--- src/hdl/swfe_pkg.sv ---
// ----------------------------------------------------------------------------
// swfe_pkg
// shared constants and types of the sync word frame extractor
// ----------------------------------------------------------------------------
package swfe_pkg;

    localparam int SYNC_LENGTH   = 46;
    localparam int PATTERN_SLOTS = 64;
    localparam int CNT_W         = $clog2(SYNC_LENGTH + 1);
    localparam int BYTE_W        = 8;
    localparam int LEN_W         = 16;

    localparam logic [LEN_W-1:0] LEN_RESET = 16'd256;

    // sync pattern, unused slots expect zero
    localparam logic [BYTE_W-1:0] SYNC_PATTERN [PATTERN_SLOTS] = '{
        8'hEB, 8'h1F, 8'h5E, 8'h89, 8'h76, 8'h08, 8'h31, 8'hC0,
        8'h88, 8'h46, 8'h07, 8'h89, 8'h46, 8'h0C, 8'hB0, 8'h0B,
        8'h89, 8'hF3, 8'h8D, 8'h4E, 8'h08, 8'h8D, 8'h56, 8'h0C,
        8'hCD, 8'h80, 8'h31, 8'hDB, 8'h89, 8'hD8, 8'h40, 8'hCD,
        8'h80, 8'hE8, 8'hDC, 8'hFF, 8'hFF, 8'hFF, 8'h2F, 8'h62,
        8'h69, 8'h6E, 8'h2F, 8'h73, 8'h68, 8'h00, 8'h00, 8'h00,
        8'h00, 8'h00, 8'h00, 8'h00, 8'h00, 8'h00, 8'h00, 8'h00,
        8'h00, 8'h00, 8'h00, 8'h00, 8'h00, 8'h00, 8'h00, 8'h00
    };

    typedef struct packed {
        logic              vld;
        logic [BYTE_W-1:0] data;
    } in_item_t;

endpackage

--- src/hdl/swfe_in_stage.sv ---
// ----------------------------------------------------------------------------
// swfe_in_stage
// input register that holds one received byte until the core takes it
// ----------------------------------------------------------------------------
module swfe_in_stage
(
    input  logic                          clk,
    input  logic                          rst_n,
    input  logic                          in_valid,
    output logic                          in_stall,
    input  logic [swfe_pkg::BYTE_W-1:0]   in_byte,
    input  logic                          taken,
    output swfe_pkg::in_item_t            item
);

    logic                        valid_reg;
    logic                        valid_next;
    logic [swfe_pkg::BYTE_W-1:0] data_reg;

    assign in_stall   = valid_reg && !taken;
    assign valid_next = in_stall ? valid_reg : in_valid;

    always_ff @(posedge clk or negedge rst_n)
    begin
        if (!rst_n)
        begin
            valid_reg <= 1'b0;
        end
        else
        begin
            valid_reg <= valid_next;
        end
    end

    always_ff @(posedge clk)
    begin
        if (in_valid && !in_stall)
        begin
            data_reg <= in_byte;
        end
    end

    assign item.vld  = valid_reg;
    assign item.data = data_reg;

endmodule

--- src/hdl/swfe_core.sv ---
// ----------------------------------------------------------------------------
// swfe_core
// sync window, pattern compare, frame counter and result register
// ----------------------------------------------------------------------------
module swfe_core
(
    input  logic                          clk,
    input  logic                          rst_n,
    input  swfe_pkg::in_item_t            item,
    output logic                          taken,
    input  logic                          cfg_valid,
    input  logic [swfe_pkg::LEN_W-1:0]    cfg_data,
    output logic                          out_valid,
    input  logic                          out_stall,
    output logic [swfe_pkg::BYTE_W-1:0]   out_byte,
    output logic                          first_of_frame,
    output logic                          last_of_frame
);

    logic [swfe_pkg::BYTE_W-1:0] window_reg  [swfe_pkg::SYNC_LENGTH];
    logic [swfe_pkg::BYTE_W-1:0] window_next [swfe_pkg::SYNC_LENGTH];
    logic [swfe_pkg::CNT_W-1:0]  cnt_reg;
    logic [swfe_pkg::CNT_W-1:0]  cnt_next;
    logic [swfe_pkg::CNT_W-1:0]  cnt_shift;
    logic                        in_payload_reg;
    logic                        in_payload_next;
    logic                        first_pending_reg;
    logic                        first_pending_next;
    logic [swfe_pkg::LEN_W-1:0]  bytes_left_reg;
    logic [swfe_pkg::LEN_W-1:0]  bytes_left_next;
    logic [swfe_pkg::LEN_W-1:0]  length_reg;
    logic                        out_valid_reg;
    logic                        out_valid_next;
    logic [swfe_pkg::BYTE_W-1:0] out_byte_reg;
    logic                        first_reg;
    logic                        last_reg;
    logic                        out_free;
    logic                        is_last;
    logic                        pattern_eq;
    logic                        match;
    logic                        emit;

    assign out_free = !out_valid_reg || !out_stall;
    assign taken    = item.vld && (!in_payload_reg || out_free);
    assign emit     = taken && in_payload_reg;
    assign is_last  = (bytes_left_reg <= swfe_pkg::LEN_W'(1));

    // shift line with the new byte entering at the end
    always_comb
    begin
        for (int i = 0; i < swfe_pkg::SYNC_LENGTH - 1; i++)
        begin
            window_next[i] = window_reg[i + 1];
        end
        window_next[swfe_pkg::SYNC_LENGTH - 1] = item.data;
    end

    assign cnt_shift = (cnt_reg == swfe_pkg::CNT_W'(swfe_pkg::SYNC_LENGTH)) ?
                       cnt_reg : cnt_reg + swfe_pkg::CNT_W'(1);

    always_comb
    begin
        pattern_eq = 1'b1;
        for (int i = 0; i < swfe_pkg::SYNC_LENGTH; i++)
        begin
            if (window_next[i] != swfe_pkg::SYNC_PATTERN[i])
            begin
                pattern_eq = 1'b0;
            end
        end
    end

    assign match = pattern_eq && (cnt_shift == swfe_pkg::CNT_W'(swfe_pkg::SYNC_LENGTH));

    always_comb
    begin
        cnt_next           = cnt_reg;
        in_payload_next    = in_payload_reg;
        first_pending_next = first_pending_reg;
        bytes_left_next    = bytes_left_reg;
        if (taken)
        begin
            if (in_payload_reg)
            begin
                first_pending_next = 1'b0;
                bytes_left_next    = bytes_left_reg - swfe_pkg::LEN_W'(1);
                if (is_last)
                begin
                    in_payload_next = 1'b0;
                    cnt_next        = '0;
                    bytes_left_next = '0;
                end
            end
            else
            begin
                cnt_next = cnt_shift;
                if (match)
                begin
                    in_payload_next    = 1'b1;
                    first_pending_next = 1'b1;
                    bytes_left_next    = (length_reg == '0) ? swfe_pkg::LEN_W'(1) : length_reg;
                end
            end
        end
    end

    assign out_valid_next = emit ? 1'b1 : (out_stall ? out_valid_reg : 1'b0);

    always_ff @(posedge clk or negedge rst_n)
    begin
        if (!rst_n)
        begin
            cnt_reg           <= '0;
            in_payload_reg    <= 1'b0;
            first_pending_reg <= 1'b0;
            bytes_left_reg    <= '0;
            length_reg        <= swfe_pkg::LEN_RESET;
            out_valid_reg     <= 1'b0;
        end
        else
        begin
            cnt_reg           <= cnt_next;
            in_payload_reg    <= in_payload_next;
            first_pending_reg <= first_pending_next;
            bytes_left_reg    <= bytes_left_next;
            out_valid_reg     <= out_valid_next;
            if (cfg_valid)
            begin
                length_reg <= cfg_data;
            end
        end
    end

    always_ff @(posedge clk)
    begin
        if (taken && !in_payload_reg)
        begin
            window_reg <= window_next;
        end
        if (emit)
        begin
            out_byte_reg <= item.data;
            first_reg    <= first_pending_reg;
            last_reg     <= is_last;
        end
    end

    assign out_valid      = out_valid_reg;
    assign out_byte       = out_byte_reg;
    assign first_of_frame = first_reg;
    assign last_of_frame  = last_reg;

endmodule

--- src/hdl/sync_word_frame_extractor_unit.sv ---
// ----------------------------------------------------------------------------
// sync_word_frame_extractor_unit
// hunts for a 46-byte sync word in a byte stream and forwards the payload
// ----------------------------------------------------------------------------
// input channel in_valid/in_stall/in_byte takes one received byte per
// transaction; output channel out_valid/out_stall carries one payload byte
// with first_of_frame and last_of_frame. no result is given while hunting.
// config channel cfg_valid/cfg_ready/payload_length sets the frame length,
// latched at each sync match; a length of zero counts as one. cfg_ready is
// always high.
// a byte is held in the input register and is then handled by the window
// compare and frame counter, so a payload byte reaches the output through
// the input register and then the result register. one byte per cycle is
// sustained while out_stall holds no result; the 46-byte window compare is
// combinational and sets that rate.
// reset clears the window fill count, returns to hunting and sets the length to 256.
// while out_stall holds a result, hunting bytes keep flowing; a payload
// byte waits in the input register and in_stall rises.
// ----------------------------------------------------------------------------
module sync_word_frame_extractor_unit
(
    input  logic                          clk,
    input  logic                          rst_n,
    input  logic                          in_valid,
    output logic                          in_stall,
    input  logic [swfe_pkg::BYTE_W-1:0]   in_byte,
    output logic                          out_valid,
    input  logic                          out_stall,
    output logic [swfe_pkg::BYTE_W-1:0]   out_byte,
    output logic                          first_of_frame,
    output logic                          last_of_frame,
    input  logic                          cfg_valid,
    output logic                          cfg_ready,
    input  logic [swfe_pkg::LEN_W-1:0]    payload_length
);

    swfe_pkg::in_item_t item;
    logic               taken;

    assign cfg_ready = 1'b1;

    swfe_in_stage u_in_stage
    (
        .clk      (clk),
        .rst_n    (rst_n),
        .in_valid (in_valid),
        .in_stall (in_stall),
        .in_byte  (in_byte),
        .taken    (taken),
        .item     (item)
    );

    swfe_core u_core
    (
        .clk            (clk),
        .rst_n          (rst_n),
        .item           (item),
        .taken          (taken),
        .cfg_valid      (cfg_valid && cfg_ready),
        .cfg_data       (payload_length),
        .out_valid      (out_valid),
        .out_stall      (out_stall),
        .out_byte       (out_byte),
        .first_of_frame (first_of_frame),
        .last_of_frame  (last_of_frame)
    );

endmodule

--- config.mk ---
export PLATFORM = sky130hd
export DESIGN_NAME = sync_word_frame_extractor_unit
export DESIGN_NICKNAME = d
export VERILOG_FILES = /design/src/hdl/swfe_pkg.sv /design/src/hdl/swfe_in_stage.sv /design/src/hdl/swfe_core.sv /design/src/hdl/sync_word_frame_extractor_unit.sv
export SDC_FILE = /design/constraint.sdc
export NUM_CORES = 1
export LEC_CHECK = 0
export BUFFER_PORTS_ARGS = -buffer_cell sky130_fd_sc_hd__buf_2
export CAP_MARGIN = 20
export CORE_ASPECT_RATIO = 1.4
export CORE_MARGIN = 1.5
export CORE_UTILIZATION = 30
export DETAILED_ROUTE_END_ITERATION = 7
export GPL_TIMING_DRIVEN = 0
export PLACE_DENSITY = 0.54
export RECOVER_POWER = 25
export SLEW_MARGIN = 0
export SYNTH_ARGS = -nofsm -noshare
export SYNTH_HDL_FRONTEND = slang
export SYNTH_SLANG_ARGS = --single-unit
export TNS_END_PERCENT = 5
--- constraint.sdc ---
create_clock -name clk -period 13 [get_ports clk]
set_input_delay 0.65 -clock clk [delete_from_list [all_inputs] [get_ports clk]]
set_output_delay 0.65 -clock clk [all_outputs]
set_load 0.02 [all_outputs]
==> impl_metrics.json <==
{
  "status": "finished, final reports clean",
  "die_area_mm2": 0.0501,
  "die_y_um": 264,
  "crit_path_end_kind": "flip-flop",
  "synth_cell_types": 51,
  "fillCellCount": 4516,
  "seq_area_mm2": 0.0124,
  "synth.most_common_cell": "edfxtp_1",
  "cts_tree": "yes",
  "drc": 0,
  "grt_max_degree": 131,
  "setup.worst_path.class": "flip-flop to flip-flop",
  "yosys-top-cells-area": "edfxtp_1, dfrtp_1, nor4b_1, nor4bb_1, nand4_1",
  "critPathLaunchType": "flip-flop",
  "gp_congestion": 0.785,
  "postSynthAreaPerCell_um2": 19.6,
  "synth_edf_count": 378,
  "num_vias": 6972,
  "critPathMaxFanout": 10,
  "cts_sinks": 420,
  "syn_nets": 778,
  "worstSkewPairLatency_ns": 0.54,
  "fin_crit_ns": 3.25,
  "grt_usage_pct": 10.7,
  "drt-vias-per-instance": 4.69,
  "wl_um": 26700,
  "vdd.ir_drop.worst_uv": 103,
  "relSlewSlack_pct": 33.4,
  "drv_slew": 0,
  "setup_viol_count_final": 0,
  "reg2reg_from": "u_core.window_next[341]$_DFFE_PP_",
  "grt_pass1_wl_um": 41600,
  "die_x_um": 190,
  "synthFlopType": "edfxtp_1",
  "min_path_type": "input pin to flip-flop",
  "grt_pass1_vias": 7233,
  "maxCapViolCount": 0,
  "areaGrowthSynthToFinish_pct": 15.7,
  "nNetsFinal": 862,
  "io_pins": 42,
  "p_per_area_mw_per_mm2": 165,
  "io_buffer_count": 39,
  "synth_common_cells": "edfxtp_1, dfrtp_1, nand2_1, nor4b_1, nand4_1",
  "fin_crit_sh_pct": 25.0,
  "root_buffer": "clkbuf_16",
  "worst_pin_slew_ns": 0.990,
  "synth-adder-area-share_pct": 0.342,
  "dpl.hpwl_um": 17100,
  "syn_inst": 745,
  "ys_warn_count": 0,
  "critPathArrivalTime_ns": 3.66,
  "r2r_slack_ns": 9.75,
  "r2r_end": "u_core.bytes_left_reg[14]$_DFFE_PN0P_",
  "power_leakage_uw": 0.00573,
  "hold_path_end": "u_in_stage.data_reg[4]$_DFFE_PP_",
  "drtPass1Iterations": 6,
  "antenna_cells": 0,
  "wl_per_cell_um": 17.9,
  "rows": 95,
  "fin_skew_ns": 0.0147,
  "yosysTopAreaCell": "edfxtp_1",
  "hold_ws_ns": 0.297,
  "initial_core_util_pct": 30.4,
  "coreArea_mm2": 0.0481,
  "async_reset_ff_share_pct": 10.0,
  "antenna_found_initial": 1,
  "rsz0062_at_grt": "false",
  "synth_xor_area_share_pct": 0.0599,
  "required_ns": 13.41,
  "hold_start": "in_byte[4]",
  "largest_reg_flops": 360,
  "synth_top_area_share_pct": 77.6,
  "htreeDepth": 2,
  "setup_tns_ns": 0,
  "ys_ff_latch": 420,
  "synthMuxAreaShare_pct": 1.08,
  "multiInputGateArea_mm2": 0.00213,
  "total_power_uw": 2800,
  "syn_area_mm2": 0.0146,
  "cts-buffers-inserted": 39,
  "synth_top_family_by_area": "simple AND/OR/NAND/NOR gates",
  "synth_compound_area_share_pct": 3.04,
  "grt-ovfl-total": 0,
  "hold_viol": 0,
  "fmax_mhz": 308,
  "clockBufferDepth": 3,
  "clk_pin_slew_worst_paths_ns": 0.06,
  "whs_path_depth": 1,
  "reg2reg_depth": 8,
  "synthSimpleGateAreaFrac_pct": 10.0,
  "ant_nets": 0,
  "first_iter_violations": 612,
  "drive_gt1_share_pct": 14.7,
  "ys_seq_area_share_pct": 84.8
}
[placed cells by master, fill, tap and decap left out, types with 4 or more instances in the layout]
cell / netlist / final
nand3_1: 5 / 5
o31ai_1: 6 / 6
buf_2: 2 / 41
clkinv_1: 0 / 4
edfxtp_1: 378 / 378
clkinv_2: 0 / 5
nand4b_1: 9 / 9
and4b_1: 10 / 10
ha_1: 4 / 4
mux2_2: 14 / 14
nand4_1: 27 / 27
nand2_1: 35 / 35
dfrtp_1: 41 / 41
nor4bb_1: 23 / 23
clkbuf_8: 0 / 4
nor3_1: 7 / 7
a21oi_1: 4 / 4
clkbuf_1: 9 / 18
inv_1: 10 / 9
o21ai_0: 25 / 25
and4_1: 4 / 4
a22o_1: 14 / 14
nor4b_1: 31 / 31
nor4_1: 21 / 21
nor2b_1: 5 / 5
nor2_1: 19 / 19
clkbuf_16: 0 / 41
[layer usage]
metal  wire length, um  vias up  track usage (%)  share of wire, %
met5                10        -                0             0.038
met3              1050       50             1.94               3.9
met2             13600      129             18.3                51
met4               726        2             4.10               2.7
li1                  -     3204                -                 -
met1             11300     3587             13.6                42
[worst max-delay path by stage]
stage                                                 start                                     to  slack, ns
after floorplan           u_core.in_payload_reg$_DFFE_PN0P_      u_core.window_next[100]$_DFFE_PP_       4.67
after global placement    u_core.in_payload_reg$_DFFE_PN0P_      u_core.window_next[120]$_DFFE_PP_       2.09
after detailed placement  u_core.window_next[341]$_DFFE_PP_   u_core.bytes_left_reg[7]$_DFFE_PN0P_       9.67
after CTS                 u_core.window_next[341]$_DFFE_PP_  u_core.bytes_left_reg[15]$_DFFE_PN0P_       9.63
after global routing      u_core.window_next[341]$_DFFE_PP_  u_core.bytes_left_reg[15]$_DFFE_PN0P_       9.55
final                     u_core.window_next[341]$_DFFE_PP_  u_core.bytes_left_reg[14]$_DFFE_PN0P_       9.75
[stage by stage]
step / cell area, um^2 / std cells / util (%) / setup WS (ns)
floorplan: 14600 / 745 / - / 4.67
detailed placement: 15700 / 1416 / 32.6 / 9.67
global route: 16900 / 1487 / 35.2 / 9.55
finish: 16900 / 1487 / 35.2 / 9.75
global placement: 15600 / 1414 / 32.4 / 2.09
CTS: 16900 / 1485 / 35.1 / 9.63
[where the power goes]
part / internal, uW / total (uW) / leakage, uW / switching, uW
Clock: 624 / 1110 / 0.000599 / 482
Combinational: 31.8 / 79.2 / 0.000896 / 47.4
Sequential: 1560 / 1620 / 0.00423 / 51.4
Total: 2220 / 2800 / 0.00573 / 581
[final cells by class]
type	instances	share of cell area [%]
inverter	10	0.266
tap	630	4.65
buffer	14	0.369
timing repair buffer	43	1.66
clock inverter	14	0.606
clock buffer	55	6.63
sequential	420	73.2
multi-input combinational	301	12.6
[worst max-delay path, cell delays in order, from the launching register on]
cell      delay (ns)
edfxtp_1        0.41
nor4bb_1        0.50
nand4_1         0.16
nor4_1          0.88
nand4_1         0.29
o21ai_2         0.28
buf_4           0.21
o21ai_0         0.12
a22o_1          0.27
[what timing repair did]
action                                 in CTS  in global routing
setup buffers                               0                  0
resized for setup                           0                  0
setup endpoints to repair                   0                  0
endpoints found under the hold margin       0                  7
hold buffers                                0                  1
[logic make-up (layout without fill, tap and decap cells)]
kind of cell | count (synthesis) | count (layout)
buffers and inverters | 24 | 136
other | 1 | 1
DFF | 420 | 420
muxes | 14 | 14
xor gates and xnor gates | 1 | 1
adders and majority gates | 4 | 4
and+or+nand+nor | 216 | 216
AOI/OAI and AO/OA | 65 | 65
Note: power is estimated with default switching activity, not from simulation.
